$ cat src/design/lcs_pkg.sv
// ----------------------------------------------------------------------------
// lcs_pkg
// Shared types, constants and helpers of the linear counting sketch.
// ----------------------------------------------------------------------------
`timescale 1ns / 1ps
`default_nettype none

package lcs_pkg;

  // default for the largest bitmap size (log2 of bits)
  localparam int MAX_PRECISION_D = 16;

  localparam int PREC_W    = 5;
  localparam int EST_W     = 20;
  localparam int CNT_OUT_W = 17;
  localparam int DATA_W    = 32;
  localparam int ADDR_W    = 3;
  localparam int WORD_BITS = 64;

  localparam logic [PREC_W-1:0] PREC_MIN   = 5'd6;
  localparam logic [PREC_W-1:0] PREC_RESET = 5'd16;
  localparam logic [31:0]       LN2_Q32    = 32'd2977044472;
  localparam logic [EST_W-1:0]  EST_MAX    = '1;

  // register index decoded from paddr[2]
  localparam logic REG_PRECISION = 1'b0;

  // item function codes
  localparam logic FUNC_ADD      = 1'b0;
  localparam logic FUNC_ESTIMATE = 1'b1;

  // one queued item, apart from its word address
  typedef struct packed {
    logic       func;
    logic [5:0] bit_pos;
  } lcs_cmd_t;

  // limit a written precision to the supported range
  function automatic logic [PREC_W-1:0] clamp_prec(input logic [PREC_W-1:0] v,
                                                   input logic [PREC_W-1:0] maxp);
    logic [PREC_W-1:0] r;
    r = v;
    if (v < PREC_MIN) r = PREC_MIN;
    else if (v > maxp) r = maxp;
    return r;
  endfunction

endpackage

`default_nettype wire

$ cat src/design/lcs_front.sv
// ----------------------------------------------------------------------------
// lcs_front
// Accepts items, extracts the bucket word and bit, and queues them.
// ----------------------------------------------------------------------------
`timescale 1ns / 1ps
`default_nettype none

module lcs_front #(
  parameter int MAX_PRECISION = lcs_pkg::MAX_PRECISION_D,
  parameter int WORD_W        = 10
) (
  input  wire logic                      clk,
  input  wire logic                      rst_n,
  input  wire logic                      start,
  input  wire logic                      in_func,
  input  wire logic [63:0]               in_hash_value,
  input  wire logic [lcs_pkg::PREC_W-1:0] prec,
  input  wire logic                      clearing,
  input  wire logic                      pop,
  output logic                           busy,
  output logic                           q_valid,
  output lcs_pkg::lcs_cmd_t              q_cmd,
  output logic [WORD_W-1:0]              q_word
);
  import lcs_pkg::*;

  localparam int QD = 4;

  lcs_cmd_t          cmd_r  [QD];
  logic [WORD_W-1:0] word_r [QD];
  logic [1:0]        wp_r, wp_nxt, rp_r, rp_nxt;
  logic [2:0]        cnt_r, cnt_nxt;
  logic              push;
  logic [63:0]       shifted;
  logic [MAX_PRECISION-1:0] idx;
  logic [MAX_PRECISION-1:0] word_full;

  // top precision bits of the hash select the bucket
  always_comb begin
    shifted   = in_hash_value >> (7'd64 - 7'(prec));
    idx       = shifted[MAX_PRECISION-1:0];
    word_full = idx >> 6;
  end

  assign busy    = clearing || (cnt_r == 3'(QD));
  assign push    = start && !busy;
  assign q_valid = (cnt_r != 3'd0);
  assign q_cmd   = cmd_r[rp_r];
  assign q_word  = word_r[rp_r];

  // advance queue pointers
  always_comb begin
    wp_nxt  = push ? wp_r + 2'd1 : wp_r;
    rp_nxt  = pop ? rp_r + 2'd1 : rp_r;
    cnt_nxt = cnt_r + 3'(push) - 3'(pop);
  end

  always_ff @(posedge clk) begin
    if (!rst_n) begin
      wp_r  <= '0;
      rp_r  <= '0;
      cnt_r <= '0;
    end else begin
      wp_r  <= wp_nxt;
      rp_r  <= rp_nxt;
      cnt_r <= cnt_nxt;
    end
  end

  // store the accepted beat
  always_ff @(posedge clk) begin
    if (push) begin
      cmd_r[wp_r].func    <= in_func;
      cmd_r[wp_r].bit_pos <= idx[5:0];
      word_r[wp_r]        <= word_full[WORD_W-1:0];
    end
  end

endmodule

`default_nettype wire

$ cat config.mk
export PLATFORM = sky130hd
export DESIGN_NAME = lcs_front
export DESIGN_NICKNAME = d
export VERILOG_FILES = /design/src/design/lcs_pkg.sv /design/src/design/lcs_front.sv
export SDC_FILE = /design/constraint.sdc
export NUM_CORES = 1
export LEC_CHECK = 0
export ABC_AREA = 1
export BUFFER_PORTS_ARGS = -buffer_cell sky130_fd_sc_hd__buf_2
export CAP_MARGIN = 0
export CORE_ASPECT_RATIO = 1.75
export CORE_MARGIN = 5
export CORE_UTILIZATION = 60
export DETAILED_ROUTE_END_ITERATION = 10
export PLACE_DENSITY = 0.84
export SETUP_SLACK_MARGIN = 0.5
export SLEW_MARGIN = 25
export SYNTH_ARGS = -nofsm -noshare
export SYNTH_HDL_FRONTEND = slang
export SYNTH_SLANG_ARGS = --single-unit
$ cat constraint.sdc
create_clock -name clk -period 6.5 [get_ports clk]
set_clock_uncertainty 0.05 [all_clocks]
set_input_delay 0.325 -clock clk [delete_from_list [all_inputs] [get_ports clk]]
set_output_delay 0.325 -clock clk [all_outputs]
set_load 0.02 [all_outputs]
==> results.yml <==
final_layout:
  post-route-util_pct: 67.8
  nets: 1049
  n_fill_cell: 915
  drive_gt1_share_pct: 13.1
  area_delta_synth_final_pct: 10.9
  n_antenna_cell: 0
clock_network:
  cts_tree: "built"
  postCtsSetupBuffers: 0
  clock_latency_ns: 0.33
  clock-root-buffer: "clkbuf_16"
  hold_buffers: 0
  cts_sinks: 77
  htree_levels: 3
  clk_pin_slew_worst_paths_ns: 0.05
  ctsResizeCount: 0
  clockBufferDepth: 2
  cts_buffers: 9
routing:
  via_per_inst: 5.94
  first_pass_iters: 7
  drc: 0
  routedWlPerCell_um: 15.7
  drtIter0Drc: 476
  routed_wirelength_mm: 17.2
  ant_nets: 0
  dr_total_vias: 6505
logic_synthesis:
  seq_area_frac_synth_pct: 36.6
  synth_commonest_cells: "277 x nand2_1, 272 x nand3_1, 87 x nor2_1, 68 x edfxtp_1, 43 x o21ai_0"
  yosysMostFrequentCell: "nand2_1"
  syn_nets: 998
  netlist_top_cells_area: "edfxtp_1 34%, nand3_1 22%, nand2_1 17%, nor2_1 5.4%, o21ai_0 3.5%"
  avgSynthCellArea_um2: 6.63
  yosys.area.top_type: "edfxtp_1"
  ys.flop_type: "edfxtp_1"
  ys_ff_latch: 77
  synth_edf_count: 68
  synth_top_area_share_pct: 33.7
  synthCells: 915
  synthesis.area_mm2: 0.00606
  ys_types: 27
  synth_async_sr_flop_share_pct: 0
  yosysWarnings: 0
sta:
  period_share_pct: 57.5
  post-route-worst-setup-slack_ns: 2.77
  slew_headroom_pct: 33.5
  worst_pin_slew_ns: 0.996
  setup_tns_ns: 0
  fmax_mhz: 268
  finalHoldViolations: 0
  drv_slew: 0
  min_period_ns: 3.73
  rsz0062_at_grt: "no"
  setup-violations-final: 0
critical_path:
  cp_slowest_cell: "inv_2"
  crit_arrival_ns: 3.74
  path_cells: "buf_2 > buf_4 > inv_2 > ha_2 > inv_2 > nand3_1 > nand3_1 > nand2_1 > nand2_1 > nand2_1 > a21oi_1 > nor2_1"
  cp_slowest_stage_delay_ns: 0.80
  cp-end-kind: "register"
  cpLargestDelayFamily: "buffers and inverters"
  cpMostUsedCell: "nand2_1"
  critical_path_buf_inv_count: 4
  timing.rr.start: "cnt_r[1]"
  cp.required_ns: 6.51
  startpoint_type: "input port"
  reg2regPathDepth: 9
  r2r_end: "cnt_r[2]"
  regToRegSetupSlack_ns: 4.21
  critPathKind: "in2reg"
  crit_path_max_fanout: 67
grt:
  grt_antenna_before_repair: 0
  grt_max_degree: 68
  grt_pass1_wl_mm: 28.0
  grt-ovfl-total: 0
  grt_pass1_vias: 6034
  grt.total_usage_pct: 28.4
worst_hold_path:
  min_to: "cmd_r[3][6]"
  min_path_cells: 1
  hold_class: "in2reg"
  hold_start: "in_func"
place:
  finalWeightedCongestion: 0.991
  preCtsSetupSlack_ns: 2.52
  hpwl_mm: 12.7
  port_buffers: 93
job:
  cap_viol_max_count: 0
floorplanning:
  initial_core_util_pct: 61.2
  die-height_um: 143
  fp-row-count: 48
  fp.coreArea_mm2: 0.00991
  die_area_mm2: 0.0123
  ios: 94
  dieWidth_um: 86
power:
  p_leak_nw: 3.10
  p_total_mw: 1.56
  peakVddDrop_v: 0.000197
  power_density_mw_per_mm2: 232
status:
  outcome: "finished clean"
worst max path at each step:
| stage | to | start | depth (start not counted) |
|---|---|---|---|
| after global placement | cmd_r[0][4] | prec[0] | 12 |
| after detailed placement | cmd_r[3][4] | prec[0] | 12 |
| after CTS | cmd_r[0][4] | prec[0] | 12 |
| after global routing | word_r[3][5] | prec[0] | 14 |
| after floorplan | cmd_r[0][1] | prec[0] | 13 |
| final | cmd_r[2][4] | prec[0] | 12 |
logic make-up after synthesis:
logic type                 share of synthesized area, %
adders and majority gates                          1.77
xor gates and xnor gates                          0.289
and+or+nand+nor                                    46.3
AOI/OAI and AO/OA                                  8.15
DFF                                                36.6
buffers and inverters                              6.89
registers in the layout, indices dropped and copies added (netlist names), named ones only:
signal,cells
wp_r,2
word_r,40
rp_r,2
cnt_r,3
cmd_r,28
layer usage:
| metal | GRT usage [%] | wire [µm] |
|---|---|---|
| met5 | 0 | 0 |
| met1 | 31.4 | 6250 |
| met3 | 4.10 | 999 |
| met4 | 19.7 | 1160 |
| met2 | 49.4 | 8790 |
power breakdown:
| group | internal (mW) | switching (mW) |
|---|---|---|
| Clock | 0.288 | 0.163 |
| Combinational | 0.160 | 0.345 |
| Sequential | 0.587 | 0.0169 |
stage by stage:
stage	cells	area [µm²]	hold slack [ns]
floorplan	915	6060	0.362
global placement	1080	6440	0.374
detailed placement	1080	6440	0.396
CTS	1096	6720	0.170
global route	1096	6720	0.169
finish	1096	6720	0.177
placed cells by master, fill, tap and decap left out, drive strengths merged:
master  netlist  routed
a21oi        27      27
and2          1       1
buf          42     100
clkbuf       18      15
clkinv        0       1
dfxtp         9       9
edfxtp       68      68
fa            1       1
ha            7       7
inv          31      31
nand2       280     280
nand3       272     272
nand3b        1       1
nand4         1       1
nor2         90      90
o211ai        4       4
o21a          1       1
o21ai        43      43
o22ai        17      17
xnor2         1       1
xor2          1       1
layout make-up:
class / instances / area [µm²] / area share, %
multi-input combinational: 747 / 3430 / 51.0
sequential: 77 / 2220 / 33.1
timing repair buffer: 100 / 518 / 7.71
clock buffer: 15 / 278 / 4.13
tap: 125 / 156 / 2.33
inverter: 31 / 116 / 1.73
clock inverter: 1 / 3.75 / 0.0558
Power figures use the tool's default switching activity.
